**config.mk**
```make
export PLATFORM = sky130hd
export DESIGN_NAME = sswm_queue
export DESIGN_NICKNAME = d
export VERILOG_FILES = /design/src/rtl/sswm_pkg.sv /design/src/rtl/sswm_queue.sv
export SDC_FILE = /design/constraint.sdc
export NUM_CORES = 1
export LEC_CHECK = 0
export BUFFER_PORTS_ARGS = -buffer_cell sky130_fd_sc_hd__buf_2
export CAP_MARGIN = 15
export CORE_MARGIN = 4
export CORE_UTILIZATION = 50
export CTS_CLUSTER_DIAMETER = 80
export DETAILED_ROUTE_END_ITERATION = 16
export HOLD_SLACK_MARGIN = 0.12
export PLACE_DENSITY = 0.68
export SYNTH_ARGS = -nofsm -noshare
export SYNTH_HDL_FRONTEND = slang
export SYNTH_SLANG_ARGS = --single-unit
export TNS_END_PERCENT = 10
```
**constraint.sdc**
```tcl
create_clock -name clk -period 11.5 [get_ports clk]
set_input_delay 1.725 -clock clk [delete_from_list [all_inputs] [get_ports clk]]
set_output_delay 1.725 -clock clk [all_outputs]
set_load 0.005 [all_outputs]
```
**src/rtl/sswm_pkg.sv**
```systemverilog
package sswm_pkg;

  localparam int TABLE_DEPTH_DEF = 16384;
  localparam int QUEUE_DEPTH     = 4;

  localparam int ADDR_W = 47;
  localparam int WORD_W = 64;
  localparam int CNT_W  = 15;
  localparam int PIDX_W = 14;
  localparam int REG_W  = 64;
  localparam int CIDX_W = 2;

  localparam logic [CNT_W-1:0] LIMIT_RESET = 15'd10000;

  localparam logic [1:0] ACT_LOAD  = 2'd0;
  localparam logic [1:0] ACT_SCAN  = 2'd1;
  localparam logic [1:0] ACT_CLEAR = 2'd2;

  localparam logic [CIDX_W-1:0] REG_EXACT_MODE   = 2'd0;
  localparam logic [CIDX_W-1:0] REG_MATCH_VALUE  = 2'd1;
  localparam logic [CIDX_W-1:0] REG_RESULT_LIMIT = 2'd2;

  typedef logic [ADDR_W-1:0] addr_t;
  typedef logic [CNT_W-1:0]  cnt_t;
  typedef logic [PIDX_W-1:0] pidx_t;

  typedef enum logic [1:0] {
    OP_LOAD,
    OP_SCAN_EXACT,
    OP_SCAN_SET,
    OP_CLEAR
  } op_t;

  typedef struct packed {
    logic [1:0]        action;
    logic [ADDR_W-1:0] load_key;
    logic [WORD_W-1:0] word_value;
    logic [ADDR_W-1:0] word_address;
  } in_item_t;

  typedef struct packed {
    logic [ADDR_W-1:0] found_address;
    logic [PIDX_W-1:0] parent_index;
    logic [CNT_W-1:0]  match_number;
    logic              limit_reached;
  } out_item_t;

  // Classified command handed from front to back
  typedef struct packed {
    op_t               op;
    logic [ADDR_W-1:0] key;
    logic [ADDR_W-1:0] address;
    logic              exact_hit;
    logic              wide;
  } cmd_t;

endpackage

```
**src/rtl/sswm_queue.sv**
```systemverilog
module sswm_queue (
  input  logic           clk,
  input  logic           rst_n,
  input  logic           push,
  input  sswm_pkg::cmd_t wr_cmd,
  input  logic           pop,
  output sswm_pkg::cmd_t rd_cmd,
  output logic           empty,
  output logic           full
);

  localparam int DEPTH = sswm_pkg::QUEUE_DEPTH;
  localparam int PW    = $clog2(DEPTH);

  sswm_pkg::cmd_t  slot_r [DEPTH];
  logic [PW-1:0]   wr_ptr_r, wr_ptr_nxt;
  logic [PW-1:0]   rd_ptr_r, rd_ptr_nxt;
  logic [PW:0]     count_r, count_nxt;
  logic            do_push, do_pop;

  assign empty   = (count_r == '0);
  assign full    = (count_r == (PW+1)'(DEPTH));
  assign do_push = push && !full;
  assign do_pop  = pop && !empty;
  assign rd_cmd  = slot_r[rd_ptr_r];

  always_comb begin
    wr_ptr_nxt = do_push ? wr_ptr_r + 1'b1 : wr_ptr_r;
    rd_ptr_nxt = do_pop  ? rd_ptr_r + 1'b1 : rd_ptr_r;
    count_nxt  = count_r;
    if (do_push && !do_pop) begin
      count_nxt = count_r + 1'b1;
    end else if (do_pop && !do_push) begin
      count_nxt = count_r - 1'b1;
    end
  end

  always_ff @(posedge clk) begin
    if (!rst_n) begin
      wr_ptr_r <= '0;
      rd_ptr_r <= '0;
      count_r  <= '0;
    end else begin
      wr_ptr_r <= wr_ptr_nxt;
      rd_ptr_r <= rd_ptr_nxt;
      count_r  <= count_nxt;
    end
  end

  always_ff @(posedge clk) begin
    if (do_push) begin
      slot_r[wr_ptr_r] <= wr_cmd;
    end
  end

endmodule

```
==> run metrics <==
Final Hold Fails 0; Max Slew Vio Count 0; share of layout cells above drive strength 1 44.8%; die area 0.0320 mm²; count of unique library cells instantiated by Yosys 25; minimum clock period 4950 ps; clk_skew 17.2 ps; WL final 27.0 mm; cell area power density 221 mW/mm²; syn avg cell area 26.1 µm²; placed cell count 1128; Post-Synthesis Cell Area 0.0146 mm²; DPL Wire Length 16.3 mm; CP Launch Type flop; Routed wire per std cell 22.5 µm; CTS Root Cell clkbuf_16; final core utilization 59.9%; Core Footprint 0.0288 mm²; CTS H-tree lvls 2; global route overflow 0; syn nets 668; leak pwr 5.73 nW; Syn Inst Count 560; Port Buf Inserts 201; Max Fclk 0.202 GHz; Starting Density 50.7%; CTS tree yes; Syn. warnings 0; register area share after synthesis 81.8%; # DRC 0; final net count 895; total global routing track utilization 17.1%; CTS buffer count 40; iteration count of the initial detailed-routing pass 4; chip width 179 µm; critical path type flop to output pin; Worst path most repeated cell buf_4; Min-Delay Path Class flop to flop; number of fill cells 2028; Tot Pwr 0.00381 W; CTS Buffer Depth 3; Multi-input gate area 0.00249 mm²; largest net degree at the start of global routing 76; # hold bufs at CTS 0; Worst setup EP type output pin; slew margin rel. 24.1%; area added between synthesis and finish 18.1%; final cell count without fillers 1202; critical-path cell list buf_4 > buf_16 > buf_4 > mux4_2 > buf_2; I/O pins 202; Critical Path RT 9780 ps; RSZ-0062 raised after global routing no; total setup buffers inserted after CTS 0; Rows 62; clk sinks 401; Slowest cell on crit path mux4_2; Tightest Pin Transition 1140 ps; clk slew on worst S/H paths 60 ps; register bit total from synthesis 401; vias per inst 5.40; Crit path max-delay family buffers and inverters; # setup viols final 0; via count 6491; first-pass GRT wire length 41.0 mm; final period utilization 43.1%; vias in the first global route 6903; Clk Latency, worst-skew pair 520 ps; status completed; Peak VDD IR 0.136 mV; max-cap violation count 0; routability cong. 0.749; register area 0.0120 mm²; Arrival @ worst endpoint 3230 ps; initial DRC count 585; Worst Path Buf+Inv 4; CTS resizes 0; Die Ht 179 µm; setup TNS 0 ps; CP Max Fanout 36; initial antenna violation count 3; Max stage delay on crit path 630 ps; post-route ant nets 0
==> cells in the mapped netlist <==
master / n / share of area [%]
a21boi_0: 1 / 0.051
and2_1: 8 / 0.34
buf_12: 2 / 0.27
buf_2: 9 / 0.31
buf_4: 2 / 0.10
buf_6: 1 / 0.077
buf_8: 1 / 0.10
clkbuf_1: 9 / 0.23
dfxtp_1: 9 / 1.2
edfxtp_1: 392 / 81
fa_1: 1 / 0.14
ha_1: 5 / 0.43
inv_1: 3 / 0.077
mux2i_1: 3 / 0.21
mux4_2: 98 / 15
nand2_1: 4 / 0.10
nor2b_1: 2 / 0.086
nor3_1: 1 / 0.034
nor3b_1: 1 / 0.051
o21ai_0: 1 / 0.034
o311ai_0: 1 / 0.060
o31ai_1: 1 / 0.051
or3_1: 1 / 0.043
xnor2_1: 3 / 0.18
xor2_1: 1 / 0.060
==> final timing paths <==
kind,start,end,slack (ps),cells after the start
max reg2reg,count_r[0],slot_r[2][9],8470,4
max,flop,rd_cmd[70],6550,5
min reg2reg,wr_ptr_r[1],wr_ptr_r[1],500,2
min,wr_ptr_r[1],wr_ptr_r[1],500,2
==> worst min-delay path, cell delays in order, from the launching register on <==
cell	delay, ps
dfxtp_1	340
nand2_1	60
mux2i_1	50
==> metrics by stage <==
| stage | hold WS [ps] | instance area (µm²) | setup WS, ps |
|---|---|---|---|
| 6_report | 502 | 17200 | 6550 |
| 5_1_grt | 528 | 17200 | 6200 |
| 4_1_cts | 503 | 17200 | 6180 |
| 3_5_place_dp | 494 | 16000 | 6770 |
| 3_3_place_gp | 479 | 16000 | 6800 |
| 2_1_floorplan | 468 | 14600 | 6650 |
==> routing by layer <==
metal  share of wire, %  wire length (µm)  up-vias  global-route usage, %
li1                   -                 -     2868                      -
met1                 39             10700     3339                   23.5
met2                 51             13900      239                   28.4
met3                7.7              2070       41                   4.03
met4                1.3               359        4                   3.52
met5               0.10                27        -                      0
==> where the power goes <==
part / internal [W] / leakage, nW / switching, W / total [W]
clock network: 0.000686 / 0.570 / 0.000501 / 0.00119
logic: 0.000412 / 1.49 / 0.000371 / 0.000783
registers: 0.00178 / 3.67 / 0.0000585 / 0.00184
==> registers in the layout, summed over array words and instances, names as in the netlist, named ones only <==
register / count
count_r: 3
rd_ptr_r: 2
slot_r: 392
wr_ptr_r: 2
==> cells in the final DEF (no fill, tap or decap) <==
cell type   count
clkinv_1        9
edfxtp_1      392
clkinvlp_4      5
diode_2         3
dfxtp_1         7
mux4_2         98
and2_4          4
buf_4           7
and2_1          4
o21ai_0         1
xor2_1          1
mux2i_1         3
clkinv_8        1
ha_1            5
nand2_1         4
nor2b_1         2
a21boi_0        1
or3_1           1
buf_16          1
bufinv_16       2
xnor2_1         3
inv_1           3
o31ai_1         1
fa_1            1
nor3_1          1
o311ai_0        1
clkbuf_16      40
inv_6           1
buf_2         201
dfxtp_4         2
clkinv_2        3
nor3b_1         1
clkbuf_1        9
==> final cells by class <==
cell class / instances / share of cell area [%]
flip-flops and latches: 401 / 69.4
multi-input cells: 132 / 14.4
repair buffers: 209 / 6.30
clock buffers: 49 / 6.00
well taps: 384 / 2.79
clock inverters: 21 / 0.994
inverters: 3 / 0.0653
diodes: 3 / 0.0435
==> kinds of logic after synthesis <==
group	share of synthesized area (%)
xor+xnor	0.240
simple gates	0.660
flops	81.8
fa+ha+maj	0.566
mux	15.3
buf+inv	1.17
compound gates	0.197
(Power assumes the default switching activity.)
