File: config.mk
export PLATFORM = sky130hd
export DESIGN_NAME = sswm_front
export DESIGN_NICKNAME = d
export VERILOG_FILES = /design/src/rtl/sswm_pkg.sv /design/src/rtl/sswm_front.sv
export SDC_FILE = /design/constraint.sdc
export NUM_CORES = 1
export LEC_CHECK = 0
export ABC_CLOCK_PERIOD_IN_PS = 1050
export BUFFER_PORTS_ARGS = -buffer_cell sky130_fd_sc_hd__buf_4
export CORE_AREA = 2 2 127 129
export DETAILED_ROUTE_END_ITERATION = 10
export DIE_AREA = 0 0 129 131
export PLACE_DENSITY = 0.43
export SLEW_MARGIN = 20
export SYNTH_ARGS = -nofsm -noshare
export SYNTH_HDL_FRONTEND = slang
export SYNTH_SLANG_ARGS = --single-unit
File: constraint.sdc
create_clock -name vclk -period 1.05
set_input_delay 0.0525 -clock vclk [all_inputs]
set_output_delay 0.0525 -clock vclk [all_outputs]
set_load 0.05 [all_outputs]
File: src/rtl/sswm_pkg.sv
package sswm_pkg;

  localparam int TABLE_DEPTH_DEF = 16384;
  localparam int QUEUE_DEPTH     = 4;

  localparam int ADDR_W = 47;
  localparam int WORD_W = 64;
  localparam int CNT_W  = 15;
  localparam int PIDX_W = 14;
  localparam int REG_W  = 64;
  localparam int CIDX_W = 2;

  localparam logic [CNT_W-1:0] LIMIT_RESET = 15'd10000;

  localparam logic [1:0] ACT_LOAD  = 2'd0;
  localparam logic [1:0] ACT_SCAN  = 2'd1;
  localparam logic [1:0] ACT_CLEAR = 2'd2;

  localparam logic [CIDX_W-1:0] REG_EXACT_MODE   = 2'd0;
  localparam logic [CIDX_W-1:0] REG_MATCH_VALUE  = 2'd1;
  localparam logic [CIDX_W-1:0] REG_RESULT_LIMIT = 2'd2;

  typedef logic [ADDR_W-1:0] addr_t;
  typedef logic [CNT_W-1:0]  cnt_t;
  typedef logic [PIDX_W-1:0] pidx_t;

  typedef enum logic [1:0] {
    OP_LOAD,
    OP_SCAN_EXACT,
    OP_SCAN_SET,
    OP_CLEAR
  } op_t;

  typedef struct packed {
    logic [1:0]        action;
    logic [ADDR_W-1:0] load_key;
    logic [WORD_W-1:0] word_value;
    logic [ADDR_W-1:0] word_address;
  } in_item_t;

  typedef struct packed {
    logic [ADDR_W-1:0] found_address;
    logic [PIDX_W-1:0] parent_index;
    logic [CNT_W-1:0]  match_number;
    logic              limit_reached;
  } out_item_t;

  // Classified command handed from front to back
  typedef struct packed {
    op_t               op;
    logic [ADDR_W-1:0] key;
    logic [ADDR_W-1:0] address;
    logic              exact_hit;
    logic              wide;
  } cmd_t;

endpackage

File: src/rtl/sswm_front.sv
module sswm_front (
  input  sswm_pkg::in_item_t            in_item,
  input  logic                          start,
  input  logic                          q_full,
  input  logic                          exact_mode,
  input  logic [sswm_pkg::WORD_W-1:0]   match_value,
  output logic                          busy,
  output logic                          push,
  output sswm_pkg::cmd_t                cmd
);

  logic accept;
  logic known;

  assign busy   = q_full;
  assign accept = start && !q_full;

  always_comb begin
    cmd           = '0;
    known         = 1'b1;
    cmd.address   = in_item.word_address;
    cmd.exact_hit = (in_item.word_value == match_value);
    // Bits above the key width keep a word out of the table
    cmd.wide      = |in_item.word_value[sswm_pkg::WORD_W-1:sswm_pkg::ADDR_W];
    cmd.key       = in_item.word_value[sswm_pkg::ADDR_W-1:0];
    unique case (in_item.action)
      sswm_pkg::ACT_LOAD: begin
        cmd.op  = sswm_pkg::OP_LOAD;
        cmd.key = in_item.load_key;
      end
      sswm_pkg::ACT_SCAN: begin
        cmd.op = exact_mode ? sswm_pkg::OP_SCAN_EXACT : sswm_pkg::OP_SCAN_SET;
      end
      sswm_pkg::ACT_CLEAR: begin
        cmd.op = sswm_pkg::OP_CLEAR;
      end
      default: begin
        cmd.op = sswm_pkg::OP_CLEAR;
        known  = 1'b0;
      end
    endcase
  end

  // Drop unused action codes here
  assign push = accept && known;

endmodule

==> results of run 1 <==
## repair_timing
action,4_1_cts,5_1_grt
gates resized for setup,117,14
endpoints found under the setup margin,49,49
buffers inserted,6,2
pin swaps,15,1
gates cloned,6,0
## how the worst max path moves through the flow
| stage | depth (start not counted) | end |
|---|---|---|
| global placement | 6 | cmd[1] |
| finish | 8 | cmd[1] |
| CTS | 8 | cmd[1] |
| floorplan | 4 | cmd[1] |
| global route | 7 | cmd[1] |
| detailed placement | 6 | cmd[1] |
## logic make-up after synthesis
family	Yosys count	share of synthesized area
AO/OA/AOI/OAI	3	0.0133
multiplexers	47	0.313
buffers and inverters	55	0.237
AND/OR/NAND/NOR	28	0.105
XOR/XNOR	64	0.332
## metal layers
| layer | up-vias | share of wire | GRT usage |
|---|---|---|---|
| met2 | 148 | 0.54 | 0.190 |
| met5 | - | 0 | 0 |
| met4 | 0 | 0.027 | 0.0262 |
| met1 | 999 | 0.35 | 0.100 |
| li1 | 1065 | - | - |
| met3 | 26 | 0.079 | 0.0134 |
## report_power, final
part	switching (W)	leakage (nW)	total (W)	internal (W)
Clock	0	0	0	0
Combinational	0.00109	2.11	0.00231	0.00122
Sequential	0	0	0	0
Total	0.00109	2.11	0.00231	0.00122
## critical path, delay by kind of cell
kind                      cells  cell delay [ns]
xor gates and xnor gates      1             0.15
buffers and inverters         4             0.63
and+or+nand+nor               3             0.72
## placed cells by master, fill, tap and decap left out, drive strengths merged
master,n
a211oi,1
nor2,2
nand4,5
a21o,2
inv,2
mux2,47
buf,265
nor4,20
xor2,64
or4,1
## stage by stage
| step | util | hold slack, ns |
|---|---|---|
| 2_1_floorplan | - | 0.197 |
| 3_3_place_gp | 0.236 | 0.105 |
| 3_5_place_dp | 0.236 | 0.105 |
| 4_1_cts | 0.279 | 0.105 |
| 5_1_grt | 0.274 | 0.105 |
| 6_report | 0.274 | 0.105 |
## final cells by class
cell class                 instances  area, um^2  area share
inverter                           2        7.51     0.00176
multi-input combinational        142        1570       0.368
tap                              216         270      0.0633
timing repair buffer             265        2420       0.567
==> run metrics, run 1 <==
status=finished with violations; violated checks=setup timing; Worst setup EP type=output port; # nets final=638; syn nets=424; worst-path maximum fanout=1; CTS Hold Bufs=0; Overflow after GRT=0; post-synthesis sequential area ratio=0; Crit-path slowest cell=nor4_4; core box area=15600 um^2; final setup vio count=49; die area=16900 um^2; Via density=3.58; crit-path cells=buf_6 > xor2_1 > nor4_1 > buf_4 > nand4_1 > buf_4 > nor4_4 > buf_6; port bufs=233; Die Span Y=131 um; final hold vios=0; Area Overhead vs Synth=153%; Mean Syn Cell Area=8.58 um^2; Synth area leader=xor2_1; Cell Pwr Density=541 nW/um^2; GRT Total Usage=0.0940; worst hold start=in_item[36]; DR DRC count=0; initial antenna violation count=0; Slew @ Worst Pin=0.465 ns; hold depth=0; Critical Path Max Stage Delay=0.34 ns; Period Utilization, post-route=1.53; vias in the first global route=2321; Final TNS setup=-3.59 ns; max frequency=624 MHz; Maximum Capacitance Violations=0; Yosys Warn Count=0; max-slew violation count=0; Seq Cell Count=0; Yosys cell types=12; VDD IR-drop max=0.182 mV; most numerous cell in the Yosys netlist=xor2_1; drt pass-1 iters=3; worst hold endpoint=cmd[38]; Synth area leaders=xor2_1, mux2_2, buf_4; Initial Util=0.108; Slew HR=0.687; Chip Width=129 um; Final Total Pwr=0.00231 W; crit path from=match_value[27]; critical path type=in2out; Placed Cells incl. Taps=619; Final Cell Area=4270 um^2; Final HPWL DP=7.28 mm; leakage=2.11 nW; FF/Latch Area=0 um^2; RSZ-0062 raised after global routing=yes; Critical Path RT=1.00 ns; Gate Count Post-Synth=197; share of cells above drive strength 1=0.790; largest net degree at the start of global routing=9; gpl congestion=0.692; DRT Wirelength=9.15 mm; Worst EP arrival=1.55 ns; Place WS=-0.855 ns; Worst Setup Start Kind=input port; Ant. Diodes=0; min Tclk post-route=1.60 ns; worst setup margin=-0.554 ns; Routed Antenna Nets=0; global-route wire length before repair=12.2 mm; I/O pin cnt=327; HP Class=in2out; most common library cells after synthesis=xor2_1, buf_4, mux2_2; 1st-iter DRT viols=17; non-filler instance count after layout=625; row count=46; routed len/inst=14.6 um; clk_buf instances=0; top cell type's share of synthesized area=0.332; fillcell total=1654; DR vias=2238; placed cell area=3670 um^2; Syn Std Cell Area=1690 um^2
(Power assumes the default switching activity.)
==> inputs of run 2 (changes only) <==
--- a/config.mk
+++ b/config.mk
@@ -7,10 +7,10 @@
 export LEC_CHECK = 0
 export ABC_CLOCK_PERIOD_IN_PS = 1050
 export BUFFER_PORTS_ARGS = -buffer_cell sky130_fd_sc_hd__buf_4
-export CORE_AREA = 2 2 127 129
+export CORE_AREA = 3 3 124 126
 export DETAILED_ROUTE_END_ITERATION = 10
-export DIE_AREA = 0 0 129 131
-export PLACE_DENSITY = 0.43
+export DIE_AREA = 0 0 127 129
+export PLACE_DENSITY = 0.45
 export SLEW_MARGIN = 20
 export SYNTH_ARGS = -nofsm -noshare
 export SYNTH_HDL_FRONTEND = slang
==> run metrics, run 2 (synthesis gave the netlist of run 1 again) <==
FF/Latch Area=0 um^2 (unchanged); row count=44 (was 46); gpl congestion=0.762 (was 0.692); Place WS=-0.722 ns (was -0.855 ns); Area Overhead vs Synth=159% (was 153%); Seq Cell Count=0 (unchanged); Die Span Y=129 um (was 131 um); die area=16400 um^2 (was 16900 um^2); Via density=3.78 (was 3.58); Gate power share=1.000 (about the same); worst hold start=in_item[26] (was in_item[36]); core box area=14400 um^2 (was 15600 um^2); Worst Setup Start Kind=input port (unchanged); violated checks=setup timing (unchanged); Clk pwr share=0 (about the same); clk_buf instances=0 (unchanged); largest net degree at the start of global routing=7 (was 9); drt pass-1 iters=3 (unchanged); multi-input gate area in the final layout=1620 um^2 (was 1570 um^2); VDD IR-drop max=0.235 mV (was 0.182 mV); port bufs=233 (unchanged); Routed Antenna Nets=0 (unchanged); fillcell total=1528 (was 1654); most common cell after layout, fill and taps aside=buf_4 (unchanged); Initial Util=0.117 (was 0.108); Maximum Capacitance Violations=0 (unchanged); min Tclk post-route=1.55 ns (was 1.60 ns); worst hold endpoint=cmd[28] (was cmd[38]); 1st-iter DRT viols=15 (was 17); critical path type=in2out (unchanged); leakage=2.17 nW (was 2.11 nW); Ant. Diodes=0 (unchanged); hold depth=0 (unchanged); HP Class=in2out (unchanged); RSZ-0062 raised after global routing=yes (unchanged); max-slew violation count=0 (unchanged); worst setup margin=-0.499 ns (was -0.554 ns); Worst EP arrival=1.50 ns (was 1.55 ns); Period Utilization, post-route=1.48 (was 1.53); initial antenna violation count=0 (unchanged); worst-path maximum fanout=2 (was 1); Worst setup EP type=output port (unchanged); I/O pin cnt=327 (unchanged); routed len/inst=16.2 um (was 14.6 um); Placed Cells incl. Taps=589 (was 619); sequential power share=0 (about the same); Psw=0.00112 W (was 0.00109 W); vias in the first global route=2485 (was 2321); share of cells above drive strength 1=0.812 (was 0.790); Chip Width=127 um (was 129 um); Slew @ Worst Pin=0.322 ns (was 0.465 ns); internal power=0.00127 W (was 0.00122 W); Critical Path RT=1.00 ns (about the same); DR vias=2258 (was 2238); GRT Total Usage=0.105 (was 0.0940); # nets final=643 (was 638); Cell Pwr Density=545 nW/um^2 (was 541 nW/um^2); status=finished with violations (unchanged); Slew HR=0.783 (was 0.687); final setup vio count=49 (unchanged); non-filler instance count after layout=598 (was 625); Final HPWL DP=7.84 mm (was 7.28 mm); final hold vios=0 (unchanged); Overflow after GRT=0 (unchanged); Sw Ratio=0.468 (was 0.470); DRT Wirelength=9.66 mm (was 9.15 mm); Final Cell Area=4380 um^2 (was 4270 um^2); max frequency=646 MHz (was 624 MHz); DR DRC count=0 (unchanged); most frequent cells in the layout=buf_4, xor2_1, mux2_4 (unchanged); global-route wire length before repair=13.5 mm (was 12.2 mm); CTS Hold Bufs=0 (unchanged); placed cell area=3650 um^2 (was 3670 um^2)
[run 2: cell count changes in the layout (fill, tap and decap cells not counted), sizes merged]
| cell | delta |
|---|---|
| buf | +5 |
[run 2: worst max path at each step]
| stage | from | slack, ns | to |
|---|---|---|---|
| after floorplan | in_item[75] | -0.31 | cmd[1] |
| after global placement | in_item[57] | -0.73 | cmd[1] |
| after detailed placement | in_item[57] | -0.72 | cmd[1] |
| after CTS | match_value[25] | -0.53 | cmd[1] |
| after global routing | match_value[21] | -0.61 | cmd[1] |
| final | in_item[67] | -0.50 | cmd[1] |
[run 2: cell type report]
type               count  area share
well taps            184      0.0526
inverters              2     0.00172
repair buffers       270       0.576
multi-input cells    142       0.369
[run 2: per-stage QoR]
| step | total power [W] | utilization | hold WS (ns) | setup TNS, ns |
|---|---|---|---|---|
| 4_1_cts | 0.00233 | 0.293 | 0.105 | -6.58 |
| 3_5_place_dp | 0.00199 | 0.253 | 0.105 | -5.98 |
| 5_1_grt | 0.00252 | 0.303 | 0.105 | -7.36 |
| 3_3_place_gp | 0.00197 | 0.253 | 0.105 | -5.68 |
| 2_1_floorplan | 0.00149 | - | 0.197 | -0.309 |
| 6_report | 0.00239 | 0.303 | 0.105 | -5.77 |
[run 2: metal layers]
| layer | track usage | wire [um] |
|---|---|---|
| met5 | 0 | 0 |
| met4 | 0.0233 | 260 |
| met3 | 0.0195 | 926 |
| met2 | 0.201 | 5060 |
| met1 | 0.121 | 3410 |
[run 2: power groups by stage]
stage / logic (W) / registers, W / clock network, W
global route: 0.00252 / 0 / 0
detailed placement: 0.00199 / 0 / 0
CTS: 0.00233 / 0 / 0
global placement: 0.00197 / 0 / 0
finish: 0.00239 / 0 / 0
floorplan: 0.00149 / 0 / 0
[run 2: worst max-delay path: stages]
cell and delay, ns:
buf_4 0.12, xor2_1 0.16, nor4_2 0.31, nand4_1 0.17, buf_4 0.17, nor4_4 0.30, buf_6 0.20
[run 2: what timing repair did]
action / 4_1_cts / 5_1_grt
gates cloned: 6 / 0
resized for setup: 88 / 38
setup endpoints to repair: 49 / 49
pin swaps: 13 / 9
setup buffers: 4 / 1
==> inputs of run 3 (changes only) <==
--- a/config.mk
+++ b/config.mk
@@ -6,7 +6,7 @@
 export NUM_CORES = 1
 export LEC_CHECK = 0
 export ABC_CLOCK_PERIOD_IN_PS = 1050
-export BUFFER_PORTS_ARGS = -buffer_cell sky130_fd_sc_hd__buf_4
+export BUFFER_PORTS_ARGS = -buffer_cell sky130_fd_sc_hd__buf_2
 export CORE_AREA = 3 3 124 126
 export DETAILED_ROUTE_END_ITERATION = 10
 export DIE_AREA = 0 0 127 129
==> run metrics, run 3 (synthesis gave the netlist of run 1 again) <==
core box area=14400 um^2 (unchanged); critical path endpoint=cmd[1] (unchanged); routed len/inst=15.6 um (was 16.2 um); sequential power share=0 (about the same); Clk pwr share=0 (about the same); internal power=0.00107 W (was 0.00127 W); Maximum Capacitance Violations=0 (unchanged); status=finished with violations (unchanged); max frequency=641 MHz (was 646 MHz); I/O pin cnt=327 (unchanged); clk_buf instances=0 (unchanged); drt pass-1 iters=3 (unchanged); HP Class=in2out (unchanged); Worst setup EP type=output port (unchanged); Area Overhead vs Synth=128% (was 159%); leakage=1.99 nW (was 2.17 nW); crit path from=match_value[51] (was in_item[67]); Slew HR=0.752 (was 0.783); Seq Cell Count=0 (unchanged); 1st-iter DRT viols=10 (was 15); critical path type=in2out (unchanged); gpl congestion=0.754 (was 0.762); final hold vios=0 (unchanged); share of cells above drive strength 1=0.790 (was 0.812); fin util=0.268 (was 0.303); WL met1=3.22 mm (was 3.41 mm); met3 wire length=809 um (was 926 um); most common cell after layout, fill and taps aside=buf_2 (was buf_4); Sw Ratio=0.506 (was 0.468); port bufs=233 (unchanged); Psw=0.00109 W (was 0.00112 W); Critical Path RT=1.00 ns (about the same); initial antenna violation count=1 (was 0); final setup vio count=49 (unchanged); VDD IR-drop max=0.182 mV (was 0.235 mV); DR vias=2257 (was 2258); vias in the first global route=2582 (was 2485); Overflow after GRT=0 (unchanged); worst-path maximum fanout=1 (was 2); FF/Latch Area=0 um^2 (unchanged); die area=16400 um^2 (unchanged); largest net degree at the start of global routing=8 (was 7); Gate power share=1.000 (about the same); Die Span Y=129 um (unchanged); DR DRC count=0 (unchanged); Worst EP arrival=1.51 ns (was 1.50 ns); placed cell area=3060 um^2 (was 3650 um^2); DRT Wirelength=9.28 mm (was 9.66 mm); min Tclk post-route=1.56 ns (was 1.55 ns); Final HPWL DP=7.41 mm (was 7.84 mm); Period Utilization, post-route=1.48 (about the same); Ant. Diodes=0 (unchanged); GRT Total Usage=0.104 (was 0.105); highest metal used=met5 (was met4); Routed Antenna Nets=0 (unchanged); Slew @ Worst Pin=0.369 ns (was 0.322 ns); most frequent cells in the layout=buf_2, xor2_1, mux2_4 (was buf_4, xor2_1, mux2_4); Chip Width=127 um (unchanged); global-route wire length before repair=13.3 mm (was 13.5 mm); # nets final=639 (was 643); Worst Setup Start Kind=input port (unchanged); row count=44 (unchanged); Via density=3.80 (was 3.78); Initial Util=0.117 (unchanged); max-slew violation count=0 (unchanged); worst setup margin=-0.509 ns (was -0.499 ns); wire length on met2=5.01 mm (was 5.06 mm); worst hold start=in_item[17] (was in_item[26]); Cell Pwr Density=559 nW/um^2 (was 545 nW/um^2); RSZ-0062 raised after global routing=yes (unchanged); Final Cell Area=3860 um^2 (was 4380 um^2); violated checks=setup timing (unchanged)
-- run 3: cell types whose count changed in the layout (fill, tap and decap cells not counted), sizes merged --
cell,change
buf,-4
-- run 3: final cells by class --
type | count | area (um^2)
inverters | 2 | 7.51
well taps | 184 | 230
fillers | 1515 | 10600
repair buffers | 266 | 2060
multi-input cells | 142 | 1560
-- run 3: routing by layer --
metal | up-vias | GRT usage
li1 | 1071 | -
met1 | 996 | 0.113
met2 | 156 | 0.207
met3 | 32 | 0.0174
met4 | 2 | 0.0252
met5 | - | 0
-- run 3: worst min-delay path by stage --
stage                         end  slack [ns]  cells after the start
after floorplan              push        0.20                      1
after global placement    cmd[11]        0.11                      0
after detailed placement  cmd[11]        0.11                      0
after CTS                 cmd[11]        0.11                      0
after global routing       cmd[9]        0.11                      0
final                     cmd[19]        0.11                      0
-- run 3: stage by stage --
| stage | hold slack, ns | total power [W] | cells | setup slack [ns] | TNS [ns] |
|---|---|---|---|---|---|
| floorplan | 0.197 | 0.00149 | 197 | -0.309 | -0.309 |
| global placement | 0.105 | 0.00168 | 586 | -0.815 | -6.31 |
| detailed placement | 0.105 | 0.00169 | 586 | -0.849 | -6.83 |
| CTS | 0.105 | 0.00220 | 598 | -0.598 | -6.85 |
| global route | 0.105 | 0.00228 | 594 | -0.645 | -6.46 |
| finish | 0.105 | 0.00216 | 594 | -0.509 | -4.69 |
-- run 3: power groups by stage --
stage / clock (W) / combinational (W) / sequential [W]
detailed placement: 0 / 0.00169 / 0
finish: 0 / 0.00216 / 0
global route: 0 / 0.00228 / 0
CTS: 0 / 0.00220 / 0
global placement: 0 / 0.00168 / 0
floorplan: 0 / 0.00149 / 0
-- run 3: timing repair --
item	in CTS	in global routing
pin swaps	16	5
gates resized for setup	167	24
setup buffers	7	3
gates cloned	6	0
hold buffers	0	0
endpoints found under the setup margin	49	49
-- run 3: critical path, cell delays in order --
cell	delay, ns
buf_2	0.10
xor2_1	0.15
nor4_1	0.36
nand4_1	0.18
buf_4	0.18
nor4_4	0.30
buf_12	0.18
